$ cat config.mk
export PLATFORM = sky130hd
export DESIGN_NAME = crd_cfg_regs_flat
export DESIGN_NICKNAME = d
export VERILOG_FILES = /design/src/crd_pkg.sv /design/src/crd_if.sv /design/src/crd_cfg_regs.sv /design/src/flat_wrapper.sv
export SDC_FILE = /design/constraint.sdc
export NUM_CORES = 1
export LEC_CHECK = 0
export BUFFER_PORTS_ARGS = -buffer_cell sky130_fd_sc_hd__buf_2
export CAP_MARGIN = 30
export CELL_PAD_IN_SITES_DETAIL_PLACEMENT = 1
export CELL_PAD_IN_SITES_GLOBAL_PLACEMENT = 2
export CORE_ASPECT_RATIO = 0.9
export CORE_UTILIZATION = 31
export DETAILED_ROUTE_END_ITERATION = 16
export PLACE_DENSITY_LB_ADDON = 0.05
export SLEW_MARGIN = 0
export SYNTH_ARGS = -nofsm -noshare
export SYNTH_HDL_FRONTEND = slang
export SYNTH_SLANG_ARGS = --single-unit
$ cat constraint.sdc
create_clock -name clk -period 1.4 [get_ports clk]
set_input_delay 0.28 -clock clk [delete_from_list [all_inputs] [get_ports clk]]
set_output_delay 0.28 -clock clk [all_outputs]
set_load 0.01 [all_outputs]
$ cat src/crd_pkg.sv
package crd_pkg;

	// Field widths and fixed-point format
	localparam int FRAC_BITS       = 14;
	localparam int COMPONENT_WIDTH = 16;
	localparam int N_COMP          = 3;
	localparam int VEC_W           = N_COMP * COMPONENT_WIDTH;
	localparam int TAN_W           = 16;
	localparam int SCR_W           = 16;
	localparam int CFG_IDX_W       = 3;

	// Datapath widths
	localparam int TX_W      = TAN_W + SCR_W;           // tan * screen position
	localparam int PROD_W    = COMPONENT_WIDTH + TX_W;  // axis component * scaled position
	localparam int SUM_W     = PROD_W + 1;              // sum of three terms
	localparam int WMAG_W    = SUM_W - 1;               // magnitude of the sum
	localparam int POS_W     = $clog2(WMAG_W);
	localparam int NORM_MSB  = 29;                      // leading one after scaling
	localparam int MAG_W     = NORM_MSB + 2;            // scaled magnitude, up to 2^30
	localparam int SH_W      = $clog2(NORM_MSB + 1);
	localparam int SQ_W      = 2 * MAG_W;
	localparam int ROOT_W    = MAG_W;
	localparam int NUM_W     = MAG_W + FRAC_BITS;
	localparam int QUO_W     = FRAC_BITS + 1;

	// Register reset values
	localparam logic [VEC_W-1:0] RST_FORWARD   = 48'h4000_0000_0000;
	localparam logic [VEC_W-1:0] RST_UP        = 48'h0000_4000_0000;
	localparam logic [VEC_W-1:0] RST_RIGHT     = 48'h0000_0000_4000;
	localparam logic [TAN_W-1:0] RST_HALF_W_TAN = 16'd13748;
	localparam logic [TAN_W-1:0] RST_HALF_H_TAN = 16'd9459;

	typedef logic [VEC_W-1:0] vec_t;
	typedef logic [TAN_W-1:0] tan_t;
	typedef logic signed [COMPONENT_WIDTH-1:0] comp_t;
	typedef logic [MAG_W-1:0] mag_t;

	typedef enum logic [CFG_IDX_W-1:0] {
		REG_FORWARD    = 3'd0,
		REG_UP         = 3'd1,
		REG_RIGHT      = 3'd2,
		REG_HALF_W_TAN = 3'd3,
		REG_HALF_H_TAN = 3'd4
	} cfg_reg_t;

	typedef struct packed {
		vec_t forward_vector;
		vec_t up_vector;
		vec_t right_vector;
		tan_t half_width_tan;
		tan_t half_height_tan;
	} cfg_t;

	// Scaled direction magnitudes with their signs
	typedef struct packed {
		mag_t [N_COMP-1:0] mag;
		logic [N_COMP-1:0] neg;
		logic              degen;
	} nvec_t;

	typedef struct packed {
		comp_t dir_x;
		comp_t dir_y;
		comp_t dir_z;
		logic  degenerate;
	} ray_t;

	// Pick one signed component out of a packed axis vector
	function automatic comp_t vec_comp(vec_t v, int unsigned i);
		return comp_t'(v[i*COMPONENT_WIDTH +: COMPONENT_WIDTH]);
	endfunction

endpackage

$ cat src/crd_if.sv


interface crd_cfg_if;
	import crd_pkg::*;
	logic                 valid;
	logic                 ready;
	logic [CFG_IDX_W-1:0] index;
	logic [VEC_W-1:0]     data;
	modport source (output valid, index, data, input ready);
	modport sink   (input valid, index, data, output ready);
endinterface

$ cat src/crd_cfg_regs.sv
module crd_cfg_regs (
	input  logic          clk,
	input  logic          arst_n,
	crd_cfg_if.sink       cfg,
	output crd_pkg::cfg_t regs
);
	import crd_pkg::*;

	cfg_t regs_q;

	// Always take writes
	assign cfg.ready = 1'b1;
	assign regs      = regs_q;

	// Decode the register index; ignore indexes past the list
	always_ff @(posedge clk or negedge arst_n) begin
		if (!arst_n) begin
			regs_q.forward_vector  <= RST_FORWARD;
			regs_q.up_vector       <= RST_UP;
			regs_q.right_vector    <= RST_RIGHT;
			regs_q.half_width_tan  <= RST_HALF_W_TAN;
			regs_q.half_height_tan <= RST_HALF_H_TAN;
		end else if (cfg.valid) begin
			unique case (cfg_reg_t'(cfg.index))
				REG_FORWARD:    regs_q.forward_vector  <= cfg.data;
				REG_UP:         regs_q.up_vector       <= cfg.data;
				REG_RIGHT:      regs_q.right_vector    <= cfg.data;
				REG_HALF_W_TAN: regs_q.half_width_tan  <= cfg.data[TAN_W-1:0];
				REG_HALF_H_TAN: regs_q.half_height_tan <= cfg.data[TAN_W-1:0];
				default: ;
			endcase
		end
	end

endmodule

$ cat src/flat_wrapper.sv
// flat-port wrapper written by rule: the top's interface ports become plain ports
module crd_cfg_regs_flat import crd_pkg::*;
  (clk, arst_n, regs, cfg_valid, cfg_index, cfg_data, cfg_ready);
  crd_cfg_if cfg_i ();
  input  logic clk;
  input  logic arst_n;
  output crd_pkg::cfg_t regs;
  input wire logic [$bits(cfg_i.valid)-1:0] cfg_valid;
  input wire logic [$bits(cfg_i.index)-1:0] cfg_index;
  input wire logic [$bits(cfg_i.data)-1:0] cfg_data;
  output wire logic [$bits(cfg_i.ready)-1:0] cfg_ready;
  assign cfg_i.valid = cfg_valid;
  assign cfg_i.index = cfg_index;
  assign cfg_i.data = cfg_data;
  assign cfg_ready = cfg_i.ready;
  crd_cfg_regs u_core (.clk(clk), .arst_n(arst_n), .cfg(cfg_i), .regs(regs));
endmodule
== Yosys cells after proc, flatten, opt, wreduce, memory -nomap -nowiden ==
Index checks and enable logic that the tools add are counted.

* Reduce and logical (&&, ||, !) cells: 6
* Eq/ne operators: 4

{| class="wikitable"
|+ Operators with widths
! cell !! count
|-
| $reduce_and 2->1 || 5
|-
| $eq 3x2->1 const B || 2
|-
| $eq 3x1->1 const B || 1
|-
| $eq 3x3->1 const B || 1
|-
| $logic_not 3->1 || 1
|}

* Register bits: 176
* Logic and storage cells: 15
* Input port bits: 54

== Depth between registers and ports, before layout ==
Gate-level depths: netlist of run 1.

* Word-level depth: 2
* Depth in mapped cells: 4
* Mapped depth without buffers: 2

== Worst setup path before layout of run 1 ==
OpenSTA, ideal clock, no wires.

* Path type: input port to flip-flop
* From: in cfg_index[0]
* To: reg u_core.regs_q, in the netlist u_core.regs[155]
* Cell stages on the path: 4
* Slack: 57 ps
* Required time: 1273 ps
* Arrival time: 1215 ps
* Cell sequence: nor4b_4 buf_6 buf_6 mux2_1

* Word-level cells in the longest chain between the ends: 2

{| class="wikitable"
|+ Ends and longest elaborated chain
! element !! RTL line !! RTL
|-
| start, declared || flat_wrapper.sv:9 || <nowiki>input wire logic [$bits(cfg_i.index)-1:0] cfg_index;</nowiki>
|-
| $logic_not 3->1 || crd_cfg_regs.sv:24 || <nowiki>unique case (cfg_reg_t'(cfg.index))</nowiki>
|-
| $reduce_and 2->1 (no line) || -- ||
|-
| end, declared || crd_cfg_regs.sv:9 || <nowiki>cfg_t regs_q;</nowiki>
|}

No other way between the ends.
A chain may end at the register's enable or synchronous reset.

== Final worst setup path of run 1 ==
* From: reg u_core.regs_q, in the netlist u_core.regs[7]
* To: out regs[7] in the netlist's numbering

{| class="wikitable"
|+ RTL lines
! element !! RTL line !! RTL
|-
| end, declared || flat_wrapper.sv:7 || <nowiki>output crd_pkg::cfg_t regs;</nowiki>
|}

No word-level cell between the ends.

==> flow_metrics.py, run 1 <==
metrics = {
    "finish": {
        "synthToLayoutAreaGrowth_pct": 35.8,
        "utilization_pct": 43.0,
        "finalNonFillerCells": 935,
        "drive_gt1_share_pct": 72.0,
        "fill_cells": 2207,
        "multi_input_area_mm2": 0.00226,
        "nets": 685,
        "largest_register_ff_count": 176,
        "seq_area_mm2": 0.00443,
        "diodes": 0,
        "stdcell_area_mm2": 0.00929,
    },
    "synth": {
        "async_flop_share_pct": 100,
        "synth_ff_type": "dfrtp_1",
        "ys_ff_latch": 176,
        "avgSynthCellArea_um2": 18.2,
        "yosysWarningCount": 0,
        "synthesis.instances": 377,
        "yosys.cell_count.top_type": "dfrtp_1",
        "ys_types": 12,
        "seq_area_frac_synth_pct": 64.7,
        "yosys-top-cells-area": "dfrtp_1 57%, mux2_2 17%, mux2_4 11%",
        "synth_nets": 431,
        "synth_top_area_share_pct": 57.4,
        "yosys-top-cells-count": "157 x dfrtp_1, 106 x mux2_2, 50 x mux2_4",
        "syn_area_mm2": 0.00685,
        "synth_area_leader_cell": "dfrtp_1",
        "synth_edf_count": 0,
    },
    "sta": {
        "layout_setup_ws_ns": 0.0424,
        "period_share_pct": 97.0,
        "period_minus_slack_ns": 1.36,
        "drv_slew": 0,
        "clock_skew_ns": 0,
        "rsz0062_at_grt": "yes",
        "max_freq_mhz": 737,
        "timing.hold.ws_ns": 0.108,
        "fin_setup_tns_ns": 0,
        "setup_violations": 0,
        "finalHoldViolations": 0,
    },
    "clocking": {
        "numCtsBuffers": 17,
        "clk_pin_slew_worst_paths_ns": 0.07,
        "clockRootBuffer": "clkbuf_16",
        "clockBufferDepth": 2,
        "clk_latency_ns": 0.42,
        "clock_sinks": 176,
        "cts_max_level": 4,
        "cts_tree": "done",
    },
    "power_and_ir_drop": {
        "p_total_mw": 15.7,
        "p_leak_nw": 4.41,
        "powerDensity_mw_per_mm2": 1690,
        "ir_drop_mv": 0.665,
    },
    "worst_setup_path": {
        "critPathMaxFanout": 2,
        "cp.buffers_inverters": 1,
        "worstSetupStartpointType": "flop",
        "crit_type": "reg -> out",
        "slowest_delay_ns": 0.53,
        "slowest_stage": "dfstp_2",
        "critical-path-top-delay-family": "flip-flops",
        "crit_chain": "buf_4",
        "arrival_ns": 1.08,
        "worstSetupEndpointType": "primary output",
        "cp.required_ns": 1.12,
    },
    "route": {
        "wl_um": 17600,
        "ant_nets": 0,
        "wire_per_inst_um": 18.8,
        "routed_via_density": 4.47,
        "drt-initial-drc-count": 147,
        "vias": 4176,
        "route.detailed.drc": 0,
        "drtPass1Iterations": 3,
    },
    "global_routing": {
        "overflow": 0,
        "antenna_found_initial": 0,
        "grt_max_degree": 57,
        "gr-usage-met2_pct": 25.4,
        "busiest_layer": "met2",
        "met1_usage_pct": 22.1,
        "grt_use_total_pct": 16.5,
        "grtUsageMet3_pct": 5.13,
        "grt_pass1_vias": 4562,
        "grt_pass1_wl_um": 27600,
    },
    "placed_design": {
        "io_buffer_count": 229,
        "dp_hpwl_um": 12700,
        "place_area_mm2": 0.00855,
        "dp_cells": 900,
        "gp_congestion": 0.715,
        "pre_cts_ws_ns": -0.172,
    },
    "floorplan": {
        "die_x_um": 159,
        "pin_count": 231,
        "rows": 51,
        "die_h_um": 143,
        "start_util_pct": 31.6,
        "die_area_mm2": 0.0227,
        "core_area_mm2": 0.0216,
    },
    "run_status": {
        "status": "completed",
    },
    "job": {
        "drv_cap": 0,
    },
    "hold_path": {
        "hp-class": "in -> reg",
    },
}
## kinds of logic after synthesis
| group | after synthesis | synth area share (%) |
|---|---|---|
| simple gates | 5 | 1.11 |
| other cells | 1 | 0.0548 |
| flops | 176 | 64.7 |
| mux | 176 | 31.7 |
| buf+inv | 19 | 2.45 |
## layout make-up
type	count	area share, %
repair buffers	254	17.2
multi-input cells	182	24.3
clock buffers	19	4.87
flip-flops and latches	176	47.6
clock inverters	13	2.13
well taps	291	3.92
## layout by cell type, fill, tap and decap left out, drive strengths merged
| cell | instances |
|---|---|
| dfstp | 19 |
| conb | 1 |
| nand4b | 1 |
| dlygate4sd3 | 1 |
| and4bb | 3 |
| inv | 5 |
| clkbuf | 19 |
| nor4b | 1 |
| clkinv | 1 |
| buf | 253 |
| clkinvlp | 3 |
| dfrtp | 157 |
| bufinv | 4 |
| mux2 | 176 |
## final timing paths
path | endpoint | slack (ns) | depth (start not counted) | from
min in group asynchronous | u_core.regs[111] | 0.27 | 2 | arst_n
max in group asynchronous | u_core.regs[174] | 0.51 | 3 | arst_n
hold / removal | u_core.regs[155] | 0.11 | 2 | cfg_data[27]
setup / recovery | regs[7] | 0.04 | 1 | u_core.regs[7]
hold reg to reg | u_core.regs[155] | 0.49 | 1 | u_core.regs[155]
setup reg to reg | u_core.regs[0] | 0.58 | 2 | u_core.regs[0]
## power by group
group	switching (mW)	internal [mW]	total (mW)
logic	1.68	1.95	3.63
registers	0.585	6.29	6.88
clock network	2.06	3.13	5.18
total	4.32	11.4	15.7
## repair_timing
item                                    in CTS  in global routing
endpoints found under the hold margin       72                  0
endpoints found under the setup margin       0                 17
buffers inserted                             0                  2
resized for setup                            0                 16
hold buffers                                 1                  0
## layer usage
| layer | part of all wire (%) | wire, um | up-vias |
|---|---|---|---|
| met5 | 0 | 0 | - |
| met4 | 0.97 | 171 | 0 |
| met3 | 7.3 | 1290 | 16 |
| met2 | 47 | 8300 | 137 |
| met1 | 45 | 7830 | 2174 |
| li1 | - | - | 1849 |
Power figures use the tool's default switching activity.
==> inputs of run 2 (changes only) <==
--- a/config.mk
+++ b/config.mk
@@ -5,12 +5,13 @@
 export SDC_FILE = /design/constraint.sdc
 export NUM_CORES = 1
 export LEC_CHECK = 0
+export ABC_AREA = 0
 export BUFFER_PORTS_ARGS = -buffer_cell sky130_fd_sc_hd__buf_2
 export CAP_MARGIN = 30
 export CELL_PAD_IN_SITES_DETAIL_PLACEMENT = 1
 export CELL_PAD_IN_SITES_GLOBAL_PLACEMENT = 2
 export CORE_ASPECT_RATIO = 0.9
-export CORE_UTILIZATION = 31
+export CORE_UTILIZATION = 37
 export DETAILED_ROUTE_END_ITERATION = 16
 export PLACE_DENSITY_LB_ADDON = 0.05
 export SLEW_MARGIN = 0
==> flow_metrics.py, run 2 (synthesis gave the netlist of run 1 again) <==
metrics = {
    "global_routing": {
        "grt_max_degree": 46,
        "grt_use_total_pct": 19.0,
        "grt_pass1_wl_um": 27100,
        "grt_pass1_vias": 4497,
        "overflow": 0,
        "antenna_found_initial": 1,
    },
    "finish": {
        "fill_cells": 1802,
        "nets": 681,
        "final_common_cell": "buf_2",
        "synthToLayoutAreaGrowth_pct": 33.5,
        "final_cell_mix": "213 x buf_2, 157 x dfrtp_1, 106 x mux2_2",
        "stdcell_area_mm2": 0.00914,
        "finalNonFillerCells": 881,
        "largest_register_ff_count": 176,
        "drive_gt1_share_pct": 71.9,
    },
    "floorplan": {
        "core_area_mm2": 0.0178,
        "die_x_um": 145,
        "die_h_um": 131,
        "rows": 46,
        "start_util_pct": 38.4,
        "pin_count": 231,
        "die_area_mm2": 0.0190,
    },
    "power_and_ir_drop": {
        "p_sw_mw": 4.31,
        "powerDensity_mw_per_mm2": 1700,
        "p_total_mw": 15.5,
        "seqPwrFrac_pct": 44.5,
        "switching_share_pct": 27.8,
        "p_int_mw": 11.2,
        "pwr-share-comb_pct": 23.4,
        "pwr-share-clk_pct": 32.1,
        "ir_drop_mv": 0.822,
        "p_leak_nw": 4.38,
    },
    "worst_setup_path": {
        "worstReg2RegEnd": "u_core.regs[110]",
        "critPathMaxFanout": 2,
        "cp.buffers_inverters": 1,
        "crit_type": "reg -> out",
        "reg2reg_slack_ns": 0.56,
        "worstSetupStartpointType": "flop",
        "slowest_delay_ns": 0.55,
        "ff2ff_path_depth": 2,
        "slowest_stage": "dfstp_2",
        "cp.required_ns": 1.12,
        "critical-path-top-delay-family": "flip-flops",
        "r2r-start": "u_core.regs[110]",
        "arrival_ns": 1.09,
        "worstSetupEndpointType": "primary output",
        "crit_chain": "buf_6",
        "critical_path_depth": 1,
    },
    "clocking": {
        "clock_sinks": 176,
        "clockRootBuffer": "clkbuf_16",
        "cts_max_level": 4,
        "clk_latency_ns": 0.42,
        "cts_tree": "done",
        "numCtsBuffers": 17,
        "clk_pin_slew_worst_paths_ns": 0.07,
        "clockBufferDepth": 2,
    },
    "placed_design": {
        "dp_cells": 845,
        "io_buffer_count": 229,
        "gp_congestion": 0.716,
        "dp_hpwl_um": 12100,
        "place_area_mm2": 0.00841,
    },
    "sta": {
        "period_minus_slack_ns": 1.37,
        "drv_slew": 0,
        "setup_violations": 0,
        "finalHoldViolations": 0,
        "rsz0062_at_grt": "yes",
        "max_freq_mhz": 730,
        "clock_skew_ns": 0,
        "period_share_pct": 97.9,
        "timing.hold.ws_ns": 0.106,
        "fin_setup_tns_ns": 0,
    },
    "route": {
        "met1_length_um": 7320,
        "ant_nets": 0,
        "route.met2.wl_um": 8310,
        "routed_via_density": 4.71,
        "wl_um": 17200,
        "drtPass1Iterations": 4,
        "wire_per_inst_um": 19.5,
        "met3WireLength_um": 1370,
        "route.detailed.drc": 0,
        "vias": 4151,
        "drt-initial-drc-count": 94,
        "top_layer": "met4",
    },
    "hold_path": {
        "hp-class": "in -> reg",
        "min_to": "u_core.regs[168]",
        "hold_depth": 2,
        "min_from": "cfg_data[40]",
    },
    "run_status": {
        "status": "completed",
    },
    "job": {
        "drv_cap": 0,
    },
}
[run 2: changes by cell type in the layout (fill, tap and decap cells not counted)]
cell / previous run / this run
clkinv_4: 1 / 2
inv_8: 1 / 0
buf_12: 15 / 11
diode_2: 0 / 1
bufinv_16: 4 / 3
buf_4: 17 / 13
buf_6: 8 / 12
clkinvlp_4: 3 / 2
clkbuf_8: 2 / 3
inv_6: 4 / 2
clkinv_2: 0 / 3
[run 2: how the worst max path moves through the flow]
stage | startpoint | endpoint
after floorplan | cfg_index[0] | u_core.regs[155]
after CTS | u_core.regs[174] | regs[174]
after detailed placement | cfg_index[0] | u_core.regs[133]
after global routing | u_core.regs[7] | regs[7]
after global placement | cfg_index[0] | u_core.regs[128]
final | u_core.regs[7] | regs[7]
[run 2: layer usage]
metal  global-route usage [%]  up-vias
met5                        0        -
met4                     5.57        0
met3                     7.88       14
met2                     30.1      138
met1                     24.1     2162
li1                         -     1837
[run 2: power by group through the flow]
stage               combinational, mW  clock [mW]  sequential, mW
finish                           3.63        4.99            6.91
global placement                 3.48           0            6.92
floorplan                        1.23           0            7.47
global route                     3.92        5.32            7.07
CTS                              3.63        5.13            6.90
detailed placement               3.57           0            6.97
[run 2: layout make-up]
class / count / area (um^2) / area share [%]
sequential: 176 / 4430 / 48.5
clock buffer: 20 / 467 / 5.11
tap: 240 / 300 / 3.29
timing repair buffer: 250 / 1530 / 16.7
clock inverter: 12 / 155 / 1.70
antenna: 1 / 2.50 / 0.0274
multi-input combinational: 182 / 2260 / 24.7
[run 2: timing repair]
item                       in CTS  in global routing
setup endpoints to repair      11                 13
hold buffers                    1                  0
gates resized for setup        11                 11
gates cloned                    0                  0
buffers inserted                0                  2
hold endpoints to repair       29                  0
[run 2: stage by stage]
stage	utilization [%]	setup slack (ns)
3_3_place_gp	47.1	-0.167
3_5_place_dp	47.1	-0.203
4_1_cts	50.9	0.000279
2_1_floorplan	-	0.0572
5_1_grt	51.2	-0.00670
6_report	51.2	0.0293
